**config.mk**
```make
export PLATFORM = sky130hd
export DESIGN_NAME = shuffled_hop_sequencer_top
export DESIGN_NICKNAME = d
export VERILOG_FILES = /design/src/hdl/shs_pkg.sv /design/src/hdl/shuffled_hop_sequencer_top.sv /design/src/hdl/shs_div.sv /design/src/hdl/shs_dp.sv /design/src/hdl/shs_ctrl.sv
export SDC_FILE = /design/constraint.sdc
export NUM_CORES = 2
export LEC_CHECK = 0
export BUFFER_PORTS_ARGS = -buffer_cell sky130_fd_sc_hd__buf_2
export CAP_MARGIN = 20
export CORE_UTILIZATION = 45
export CTS_CLUSTER_SIZE = 8
export DETAILED_ROUTE_END_ITERATION = 10
export SLEW_MARGIN = 20
export SYNTH_ARGS = -nofsm -noshare
export SYNTH_HDL_FRONTEND = slang
export SYNTH_SLANG_ARGS = --single-unit
```
**constraint.sdc**
```tcl
create_clock -name clk -period 9.95 [get_ports clk]
set_input_delay 0.4975 -clock clk [delete_from_list [all_inputs] [get_ports clk]]
set_output_delay 0.4975 -clock clk [all_outputs]
set_load 0.01 [all_outputs]
```
**src/hdl/shs_pkg.sv**
```systemverilog
`timescale 1ns / 1ps
// ---------------------------------------------------------------------------
// shs_pkg
// Shared types and constants of the shuffled hop sequencer.
// ---------------------------------------------------------------------------
package shs_pkg;

  localparam int MAX_CHANNELS = 128;
  localparam int CH_W         = $clog2(MAX_CHANNELS);
  localparam int CNT_W        = $clog2(MAX_CHANNELS + 1);

  localparam logic [31:0] LCG_MUL   = 32'd1664525;
  localparam logic [31:0] LCG_ADD   = 32'd1013904223;
  localparam logic [31:0] SEED_RST  = 32'hBAADF00D;
  localparam logic [23:0] FREQ_MAX  = 24'hFFFFFF;

  typedef enum logic [1:0] {
    CMD_CHECK     = 2'd0,
    CMD_START_FSK = 2'd1,
    CMD_START_LORA = 2'd2,
    CMD_STOP      = 2'd3
  } command_t;

  typedef enum logic [2:0] {
    REG_CHANNEL_COUNT = 3'd0,
    REG_HOP_SEED      = 3'd1,
    REG_BASE_FREQ     = 3'd2,
    REG_SPACING       = 3'd3,
    REG_FSK_INTERVAL  = 3'd4,
    REG_LORA_INTERVAL = 3'd5
  } reg_index_t;

  typedef enum logic [3:0] {
    ST_IDLE, ST_DECODE, ST_FILL, ST_SEED, ST_LCG, ST_SDIV_GO, ST_SDIV,
    ST_RD_I, ST_RD_J, ST_WR_I, ST_WR_J, ST_START_FIN, ST_HDIV,
    ST_READ, ST_MUL, ST_EMIT
  } state_t;

  typedef struct packed {
    logic capture;
    logic fill_init;
    logic fill_step;
    logic lcg_seed;
    logic lcg_step;
    logic div_shuf;
    logic div_hop;
    logic rd_i;
    logic rd_j;
    logic wr_i;
    logic wr_j;
    logic start_fin;
    logic hop_fin;
    logic stop;
    logic rd_idx;
    logic mul;
    logic emit;
  } ctrl_t;

  typedef struct packed {
    command_t cmd;
    logic     hop_due;
    logic     div_done;
    logic     fill_last;
    logic     shuf_last;
  } stat_t;

endpackage

```
**src/hdl/shuffled_hop_sequencer_top.sv**
```systemverilog
`timescale 1ns / 1ps
// ---------------------------------------------------------------------------
// shuffled_hop_sequencer_top
// Frequency-hop sequencer with a Fisher-Yates shuffled channel table.
// ---------------------------------------------------------------------------
//  channel   ports                               handshake
//  input     in_command, in_now_us               start high while busy low
//  result    out_sent .. out_hops_done           out_valid, one cycle
//  config    cfg_index, cfg_data                 cfg_we, no wait
//
//  A time check or stop runs through decode, read, multiply and emit; a time
//  check that hops also waits on the bit-serial remainder unit. A start
//  fills the table one entry a cycle, then each shuffle step runs the LCG,
//  launches the remainder unit and waits on it, and makes two reads and two
//  writes on the table, which has one read and one write port. Reset is
//  synchronous; the table is not cleared.
//  Results cannot be held off: out_valid flags each one for one cycle.
// ---------------------------------------------------------------------------
module shuffled_hop_sequencer_top (
  input  logic        clk,
  input  logic        rst_n,
  input  logic        start,
  output logic        busy,
  input  logic [1:0]  in_command,
  input  logic [31:0] in_now_us,
  output logic        out_valid,
  output logic        out_sent,
  output logic [6:0]  out_channel,
  output logic [23:0] out_freq_khz,
  output logic        out_running,
  output logic [31:0] out_packets_sent,
  output logic [31:0] out_hops_done,
  input  logic        cfg_we,
  input  logic [2:0]  cfg_index,
  input  logic [31:0] cfg_data
);
  import shs_pkg::*;

  // command and status between controller and datapath
  ctrl_t ctl;
  stat_t stat;

  shs_ctrl u_ctrl (
    .clk       (clk),
    .rst_n     (rst_n),
    .start     (start),
    .stat      (stat),
    .ctl       (ctl),
    .busy      (busy),
    .out_valid (out_valid)
  );

  shs_dp u_dp (
    .clk              (clk),
    .rst_n            (rst_n),
    .cfg_we           (cfg_we),
    .cfg_index        (cfg_index),
    .cfg_data         (cfg_data),
    .in_command       (in_command),
    .in_now_us        (in_now_us),
    .ctl              (ctl),
    .stat             (stat),
    .out_sent         (out_sent),
    .out_channel      (out_channel),
    .out_freq_khz     (out_freq_khz),
    .out_running      (out_running),
    .out_packets_sent (out_packets_sent),
    .out_hops_done    (out_hops_done)
  );
endmodule

```
**src/hdl/shs_div.sv**
```systemverilog
`timescale 1ns / 1ps
// ---------------------------------------------------------------------------
// shs_div
// Restoring remainder unit: 32-bit dividend by 8-bit divisor, one bit a cycle.
// ---------------------------------------------------------------------------
module shs_div (
  input  logic       clk,
  input  logic       rst_n,
  input  logic       go,
  input  logic [31:0] dividend,
  input  logic [7:0] divisor,
  output logic       done,
  output logic [7:0] remainder
);
  logic [31:0] quo_r;
  logic [7:0]  den_r;
  logic [8:0]  rem_r;
  logic [5:0]  cnt_r;
  logic        busy_r;
  logic        done_r;
  logic [8:0]  trial;

  assign trial = {rem_r[7:0], quo_r[31]};

  always_ff @(posedge clk) begin
    if (!rst_n) begin
      busy_r <= 1'b0;
      done_r <= 1'b0;
      cnt_r  <= '0;
    end else begin
      done_r <= 1'b0;
      if (go) begin
        busy_r <= 1'b1;
        cnt_r  <= '0;
      end else if (busy_r) begin
        cnt_r <= cnt_r + 6'd1;
        if (cnt_r == 6'd31) begin
          busy_r <= 1'b0;
          done_r <= 1'b1;
        end
      end
    end
  end

  always_ff @(posedge clk) begin
    if (go) begin
      quo_r <= dividend;
      den_r <= divisor;
      rem_r <= '0;
    end else if (busy_r) begin
      quo_r <= {quo_r[30:0], 1'b0};
      // subtract where the trial remainder covers the divisor
      if (trial >= {1'b0, den_r}) begin
        rem_r <= trial - {1'b0, den_r};
      end else begin
        rem_r <= trial;
      end
    end
  end

  assign done      = done_r;
  assign remainder = rem_r[7:0];
endmodule

```
**src/hdl/shs_dp.sv**
```systemverilog
`timescale 1ns / 1ps
// ---------------------------------------------------------------------------
// shs_dp
// Datapath: registers, hop table, LCG, remainder unit, counters and result.
// ---------------------------------------------------------------------------
module shs_dp (
  input  logic                 clk,
  input  logic                 rst_n,
  input  logic                 cfg_we,
  input  logic [2:0]           cfg_index,
  input  logic [31:0]          cfg_data,
  input  logic [1:0]           in_command,
  input  logic [31:0]          in_now_us,
  input  shs_pkg::ctrl_t       ctl,
  output shs_pkg::stat_t       stat,
  output logic                 out_sent,
  output logic [6:0]           out_channel,
  output logic [23:0]          out_freq_khz,
  output logic                 out_running,
  output logic [31:0]          out_packets_sent,
  output logic [31:0]          out_hops_done
);
  import shs_pkg::*;

  logic [7:0]  count_r;
  logic [31:0] seed_r;
  logic [19:0] base_r;
  logic [15:0] spacing_r;
  logic [19:0] fsk_r;
  logic [19:0] lora_r;

  command_t    cmd_r;
  logic [31:0] now_r;
  logic [31:0] last_r;
  logic [CH_W-1:0] idx_r;
  logic        active_r;
  logic        lora_r_sel;
  logic [31:0] pkt_r;
  logic [31:0] hops_r;
  logic [31:0] lcg_r;
  logic [CH_W-1:0] k_r;
  logic [CH_W-1:0] i_r;
  logic [CH_W-1:0] ti_r;
  logic        sent_r;
  logic [CH_W-1:0] ch_r;
  logic [22:0] prod_r;
  logic [23:0] freq_r;

  logic [CH_W-1:0] tbl [MAX_CHANNELS];
  logic [CH_W-1:0] rdata_r;
  logic [CH_W-1:0] raddr;
  logic [CH_W-1:0] waddr;
  logic [CH_W-1:0] wdata;
  logic            we;

  logic [7:0]  n_eff;
  logic [19:0] interval;
  logic [31:0] elapsed;
  logic        div_go;
  logic [31:0] div_a;
  logic [7:0]  div_b;
  logic        div_done;
  logic [7:0]  div_rem;
  logic [7:0]  idx_inc;
  logic [24:0] freq_sum;

  // clamp channel count into [2, MAX_CHANNELS]
  always_comb begin
    if (count_r < 8'd2) begin
      n_eff = 8'd2;
    end else if (count_r > 8'(MAX_CHANNELS)) begin
      n_eff = 8'(MAX_CHANNELS);
    end else begin
      n_eff = count_r;
    end
  end

  always_ff @(posedge clk) begin
    if (!rst_n) begin
      count_r   <= 8'd100;
      seed_r    <= SEED_RST;
      base_r    <= 20'd902000;
      spacing_r <= 16'd250;
      fsk_r     <= 20'd6667;
      lora_r    <= 20'd20000;
    end else if (cfg_we) begin
      unique case (cfg_index)
        REG_CHANNEL_COUNT: count_r   <= cfg_data[7:0];
        REG_HOP_SEED:      seed_r    <= cfg_data;
        REG_BASE_FREQ:     base_r    <= cfg_data[19:0];
        REG_SPACING:       spacing_r <= cfg_data[15:0];
        REG_FSK_INTERVAL:  fsk_r     <= cfg_data[19:0];
        REG_LORA_INTERVAL: lora_r    <= cfg_data[19:0];
        default: ;
      endcase
    end
  end

  assign interval = lora_r_sel ? lora_r : fsk_r;
  assign elapsed  = now_r - last_r;
  assign idx_inc  = {1'b0, idx_r} + 8'd1;

  assign div_go = ctl.div_shuf | ctl.div_hop;
  assign div_a  = ctl.div_hop ? {24'd0, idx_inc} : lcg_r;
  assign div_b  = ctl.div_hop ? n_eff : ({1'b0, i_r} + 8'd1);

  shs_div u_div (
    .clk       (clk),
    .rst_n     (rst_n),
    .go        (div_go),
    .dividend  (div_a),
    .divisor   (div_b),
    .done      (div_done),
    .remainder (div_rem)
  );

  assign stat.cmd       = cmd_r;
  assign stat.hop_due   = active_r && (elapsed >= {12'd0, interval});
  assign stat.div_done  = div_done;
  assign stat.fill_last = ({1'b0, k_r} == n_eff - 8'd1);
  assign stat.shuf_last = (i_r == CH_W'(1));

  // table ports
  always_comb begin
    raddr = idx_r;
    if (ctl.rd_i) begin
      raddr = i_r;
    end else if (ctl.rd_j) begin
      raddr = div_rem[CH_W-1:0];
    end
    we    = ctl.fill_step | ctl.wr_i | ctl.wr_j;
    waddr = k_r;
    wdata = k_r;
    if (ctl.wr_i) begin
      waddr = i_r;
      wdata = rdata_r;
    end else if (ctl.wr_j) begin
      waddr = div_rem[CH_W-1:0];
      wdata = ti_r;
    end
  end

  always_ff @(posedge clk) begin
    if (we) begin
      tbl[waddr] <= wdata;
    end
    rdata_r <= tbl[raddr];
  end

  always_ff @(posedge clk) begin
    if (!rst_n) begin
      cmd_r      <= CMD_CHECK;
      idx_r      <= '0;
      last_r     <= '0;
      active_r   <= 1'b0;
      lora_r_sel <= 1'b0;
      pkt_r      <= '0;
      hops_r     <= '0;
      lcg_r      <= '0;
      sent_r     <= 1'b0;
      k_r        <= '0;
      i_r        <= '0;
    end else begin
      if (ctl.capture) begin
        cmd_r  <= command_t'(in_command);
        sent_r <= 1'b0;
      end
      if (ctl.fill_init) begin
        k_r <= '0;
      end else if (ctl.fill_step) begin
        k_r <= k_r + CH_W'(1);
      end
      if (ctl.lcg_seed) begin
        lcg_r <= seed_r;
        i_r   <= CH_W'(n_eff - 8'd1);
      end else if (ctl.lcg_step) begin
        lcg_r <= lcg_r * LCG_MUL + LCG_ADD;
      end
      if (ctl.wr_j) begin
        i_r <= i_r - CH_W'(1);
      end
      if (ctl.start_fin) begin
        lora_r_sel <= (cmd_r == CMD_START_LORA);
        idx_r      <= '0;
        hops_r     <= '0;
        pkt_r      <= 32'd1;
        last_r     <= now_r;
        active_r   <= 1'b1;
        sent_r     <= 1'b1;
      end
      if (ctl.hop_fin) begin
        idx_r  <= div_rem[CH_W-1:0];
        hops_r <= hops_r + 32'd1;
        pkt_r  <= pkt_r + 32'd1;
        last_r <= now_r;
        sent_r <= 1'b1;
      end
      if (ctl.stop) begin
        active_r <= 1'b0;
      end
    end
  end

  always_ff @(posedge clk) begin
    if (ctl.capture) begin
      now_r <= in_now_us;
    end
    if (ctl.rd_j) begin
      ti_r <= rdata_r;
    end
    if (ctl.mul) begin
      ch_r   <= rdata_r;
      prod_r <= {16'd0, rdata_r} * {7'd0, spacing_r};
    end
    if (ctl.emit) begin
      freq_r <= (freq_sum > {1'b0, FREQ_MAX}) ? FREQ_MAX : freq_sum[23:0];
    end
  end

  assign freq_sum = {5'd0, base_r} + {2'd0, prod_r};

  assign out_sent         = sent_r;
  assign out_channel      = ch_r;
  assign out_freq_khz     = freq_r;
  assign out_running      = active_r;
  assign out_packets_sent = pkt_r;
  assign out_hops_done    = hops_r;
endmodule

```
**src/hdl/shs_ctrl.sv**
```systemverilog
`timescale 1ns / 1ps
// ---------------------------------------------------------------------------
// shs_ctrl
// Controller: sequences decode, table fill, shuffle, hop and result.
// ---------------------------------------------------------------------------
module shs_ctrl (
  input  logic           clk,
  input  logic           rst_n,
  input  logic           start,
  input  shs_pkg::stat_t stat,
  output shs_pkg::ctrl_t ctl,
  output logic           busy,
  output logic           out_valid
);
  import shs_pkg::*;

  state_t state_r;
  state_t state_nxt;
  logic   valid_r;

  always_ff @(posedge clk) begin
    if (!rst_n) begin
      state_r <= ST_IDLE;
      valid_r <= 1'b0;
    end else begin
      state_r <= state_nxt;
      valid_r <= ctl.emit;
    end
  end

  always_comb begin
    state_nxt = state_r;
    ctl       = '0;
    unique case (state_r)
      ST_IDLE: begin
        // take an item only once the previous result has left
        if (start && !valid_r) begin
          ctl.capture = 1'b1;
          state_nxt   = ST_DECODE;
        end
      end
      ST_DECODE: begin
        unique case (stat.cmd)
          CMD_START_FSK, CMD_START_LORA: begin
            ctl.fill_init = 1'b1;
            state_nxt     = ST_FILL;
          end
          CMD_STOP: begin
            ctl.stop  = 1'b1;
            state_nxt = ST_READ;
          end
          default: begin
            if (stat.hop_due) begin
              ctl.div_hop = 1'b1;
              state_nxt   = ST_HDIV;
            end else begin
              state_nxt = ST_READ;
            end
          end
        endcase
      end
      ST_FILL: begin
        ctl.fill_step = 1'b1;
        if (stat.fill_last) begin
          state_nxt = ST_SEED;
        end
      end
      ST_SEED: begin
        ctl.lcg_seed = 1'b1;
        state_nxt    = ST_LCG;
      end
      ST_LCG: begin
        ctl.lcg_step = 1'b1;
        state_nxt    = ST_SDIV_GO;
      end
      ST_SDIV_GO: begin
        ctl.div_shuf = 1'b1;
        state_nxt    = ST_SDIV;
      end
      ST_SDIV: begin
        if (stat.div_done) begin
          state_nxt = ST_RD_I;
        end
      end
      ST_RD_I: begin
        ctl.rd_i  = 1'b1;
        state_nxt = ST_RD_J;
      end
      ST_RD_J: begin
        ctl.rd_j  = 1'b1;
        state_nxt = ST_WR_I;
      end
      ST_WR_I: begin
        ctl.wr_i  = 1'b1;
        state_nxt = ST_WR_J;
      end
      ST_WR_J: begin
        ctl.wr_j  = 1'b1;
        state_nxt = stat.shuf_last ? ST_START_FIN : ST_LCG;
      end
      ST_START_FIN: begin
        ctl.start_fin = 1'b1;
        state_nxt     = ST_READ;
      end
      ST_HDIV: begin
        if (stat.div_done) begin
          ctl.hop_fin = 1'b1;
          state_nxt   = ST_READ;
        end
      end
      ST_READ: begin
        ctl.rd_idx = 1'b1;
        state_nxt  = ST_MUL;
      end
      ST_MUL: begin
        ctl.mul   = 1'b1;
        state_nxt = ST_EMIT;
      end
      ST_EMIT: begin
        ctl.emit  = 1'b1;
        state_nxt = ST_IDLE;
      end
      default: state_nxt = ST_IDLE;
    endcase
  end

  assign busy      = (state_r != ST_IDLE) || valid_r;
  assign out_valid = valid_r;
endmodule

```
==> flow_metrics.py <==
metrics = {
    "timing": {
        "slew_headroom": 0.2236,
        "slew_violations": 0,
        "tightest_slew_ps": 1152,
        "fin_tns_setup_ps": 0,
        "fin_crit_sh": 0.6601,
        "rsz0062_at_grt": "no",
        "clock_skew_ps": 70.85,
        "hold_viol": 0,
        "post-route-min-period_ps": 6568,
        "hold_slack_ps": 56.89,
        "fmax_ghz": 0.1523,
        "finalSetupViolations": 0,
    },
    "setup_path": {
        "r2r-end": "u_dp.lcg_r[29]$_SDFFE_PN0P_",
        "timing.rr.start": "u_dp.lcg_r[1]$_SDFFE_PN0P_",
        "slowest_delay_ps": 630,
        "endpoint_kind": "register",
        "cp-endpoint": "u_dp.lcg_r[29]$_SDFFE_PN0P_",
        "required_ps": 10630,
        "worstSetupPathType": "register to register",
        "reg2reg_slack_ps": 3380,
        "crit_arrival_ps": 7240,
        "crit_slowest_cell": "dfxtp_1",
        "crit_path_cell_trace": "inv_1, ha_1, and2_1, fa_1, fa_1, inv_1, fa_1, inv_1, fa_1, fa_1, ha_1, a21oi_1, o32ai_1, nor2_1, inv_1, o31ai_1, a311oi_1, a21o_1, a211o_1, a22o_1",
        "crit_start": "u_dp.lcg_r[1]$_SDFFE_PN0P_",
        "r2r_cells": 20,
        "cp_max_fo": 12,
        "cp-start-kind": "register",
        "cpMostUsedCell": "fa_1",
    },
    "logic_synthesis": {
        "ys_seq_area_frac": 0.5524,
        "synth_fp_nets": 5955,
        "synth_flop_cell": "edfxtp_1",
        "syn_area_mm2": 0.06674,
        "synth_top_family_by_area": "adder cells",
        "syn_area_per_cell_um2": 12.40,
        "yosysWarningCount": 0,
        "yosys.area_share.simple": 0.09660,
        "synth-seq-cells": 1327,
        "synth-compound-area-share": 0.09411,
        "synth-edff-count": 1029,
        "async_flop_share": 0,
        "ys_types": 86,
        "synth_cells": 5381,
        "synth_fa_ha_area_frac": 0.1174,
        "synth_mux_area_frac": 0.08434,
        "synth-xor-area-share": 0.01732,
    },
    "routing": {
        "via_per_inst": 5.658,
        "drt.antenna.violating_nets": 0,
        "met2_length_mm": 77.75,
        "drc": 0,
        "drt_iter0_markers": 2926,
        "top_layer_used": "met5",
        "wl_met1_mm": 75.35,
        "via_count": 42996,
        "dr_wl_met3_mm": 8.764,
        "routed_wl_mm": 166.4,
        "dr.pass1.iters": 6,
        "routedWlPerCell_um": 21.90,
    },
    "power_and_ir_drop": {
        "internal-power_mw": 15.12,
        "p_per_area_mw_per_mm2": 330.7,
        "switching_share": 0.3943,
        "p_leak_nw": 29.67,
        "vdd_drop_max_v": 0.0004543,
        "p_seq_frac": 0.276,
        "p_comb_frac": 0.495,
        "clkPwrFrac": 0.229,
        "power_switching_mw": 9.844,
    },
    "global_route": {
        "grt_pass1_vias": 43078,
        "grt_first_pass_wirelength_mm": 257.8,
        "antenna_found_initial": 2,
        "grt_util_all_layers": 0.2217,
        "grt_overflow_total": 0,
        "grt_start_max_net_pins": 106,
    },
    "place": {
        "gp_congestion": 0.9113,
        "io_buffers": 171,
        "place_hpwl_mm": 111.4,
    },
    "final_layout": {
        "drive_gt1_frac": 0.1111,
        "layout.cells.most_common_list": "edfxtp_1 (1029), nand2_1 (563), inv_1 (399)",
        "syn_to_final_growth_pct": 13.10,
        "final_util": 0.5155,
        "fillCellCount": 12600,
        "finalNetCount": 6185,
        "mostFrequentLayoutCell": "edfxtp_1",
    },
    "die": {
        "io_pins": 172,
        "rows": 140,
        "core_mm2": 0.1464,
        "die_x_um": 387.1,
        "dieArea_mm2": 0.1499,
        "start_util": 0.4558,
        "die_h_um": 387.1,
    },
    "clocking": {
        "cts_buffers": 185,
        "cts.sinks": 1327,
        "cts_setup_buffers": 0,
        "cts_tree": "done",
        "cts_resized": 0,
        "h-tree-depth": 4,
        "clkLatencyLatePin_ps": 810,
        "clock_path_buffers": 3,
        "path_clk_slew_ps": 60,
        "cts_root_buffer": "clkbuf_16",
    },
    "hold_path": {
        "hold_path.class": "input pin to register",
    },
    "status": {
        "outcome": "finished clean",
    },
    "job": {
        "maxCapViolCount": 0,
    },
}
==> cell usage after synthesis, types with 87 or more instances <==
cell / count / area share
dfxtp_1: 298 / 0.089
o221ai_1: 116 / 0.015
a21boi_0: 111 / 0.012
nor2_1: 355 / 0.020
clkbuf_1: 167 / 0.0094
inv_1: 399 / 0.022
o21ai_0: 127 / 0.0095
a21oi_1: 244 / 0.018
edfxtp_1: 1029 / 0.46
fa_1: 209 / 0.063
xnor2_1: 87 / 0.011
mux2i_1: 298 / 0.045
nand2_1: 564 / 0.032
mux4_2: 112 / 0.038
nand3_1: 147 / 0.011
ha_1: 292 / 0.055
==> repair_timing <==
| action | in CTS | in global routing |
|---|---|---|
| endpoints found under the setup margin | 0 | 0 |
| hold buffers | 53 | 0 |
| endpoints found under the hold margin | 58 | 0 |
==> worst min path at each step <==
stage                                      start                      endpoint  slack, ps  cells after the start
finish                              cfg_data[10]  u_dp.seed_r[10]$_SDFFE_PN0P_         60                      3
global route                        cfg_data[19]  u_dp.seed_r[19]$_SDFFE_PN1P_         30                      3
global placement    u_dp.seed_r[20]$_SDFFE_PN0P_  u_dp.seed_r[20]$_SDFFE_PN0P_        450                      2
detailed placement  u_dp.seed_r[30]$_SDFFE_PN0P_  u_dp.seed_r[30]$_SDFFE_PN0P_        450                      2
floorplan            u_dp.seed_r[4]$_SDFFE_PN0P_   u_dp.seed_r[4]$_SDFFE_PN0P_        440                      2
CTS                                  cfg_data[6]   u_dp.seed_r[6]$_SDFFE_PN0P_          5                      3
==> power groups by stage <==
| stage | combinational, mW | clock, mW | sequential, mW |
|---|---|---|---|
| 2_1_floorplan | 9.64 | 0 | 6.84 |
| 3_3_place_gp | 12.2 | 0 | 6.98 |
| 3_5_place_dp | 12.3 | 0 | 6.98 |
| 4_1_cts | 12.4 | 5.83 | 6.88 |
| 5_1_grt | 14.1 | 6.06 | 6.91 |
| 6_report | 12.4 | 5.72 | 6.88 |
==> per-layer routing <==
layer,vias to the layer above,global-route usage
li1,20014,-
met1,21548,0.3097
met2,1163,0.3535
met3,269,0.03539
met4,2,0.07193
met5,-,0
==> flip-flops by register name (all words and copies together), names as in the netlist, 8 cells and up <==
signal                 count
u_dp.base_r               20
u_dp.count_r               8
u_dp.fsk_r                20
u_dp.last_r               32
u_dp.lcg_r                32
u_dp.lora_r               20
u_dp.now_r                32
u_dp.out_freq_khz         24
u_dp.out_hops_done        32
u_dp.out_packets_sent     32
u_dp.prod_r               23
u_dp.seed_r               32
u_dp.spacing_r            16
u_dp.tbl                 896
u_dp.u_div.den_r           8
u_dp.u_div.quo_r          32
u_dp.u_div.rem_r           8
==> per-stage QoR <==
stage	total power, mW	instance area (um^2)	instances	setup WS (ps)
after CTS	25.13	75400	7595	3418
after detailed placement	19.25	69660	7285	3460
after global routing	27.11	75480	7598	3040
after global placement	19.16	69660	7285	3492
after floorplan	16.48	66740	5381	2309
final	24.96	75480	7599	3382
==> worst max-delay path, delay by kind of cell, from the launching register on <==
family | cells | cell delay [ps]
adders and majority gates | 7 | 3250
AOI/OAI and AO/OA | 7 | 1840
and+or+nand+nor | 2 | 300
buffers and inverters | 4 | 400
DFF | 1 | 630
==> kinds of logic after synthesis <==
family,Yosys count
flip-flops,1327
AND/OR/NAND/NOR,1426
buffers and inverters,643
multiplexers,421
adder cells (fa/ha/maj),501
XOR/XNOR,132
AO/OA/AOI/OAI,931
==> final cells by class <==
type	count	area, um^2	share of cell area
Sequential cell	1327	36870	0.4884
Clock buffer	239	4873	0.06456
Multi-Input combinational cell	3411	27560	0.3651
Clock inverter	18	334.1	0.004426
Antenna cell	1	2.502	0.00003315
Tap cell	1917	2399	0.03178
Inverter	400	1501	0.01989
Timing Repair Buffer	286	1948	0.02581
Note: power is estimated with default switching activity, not from simulation.
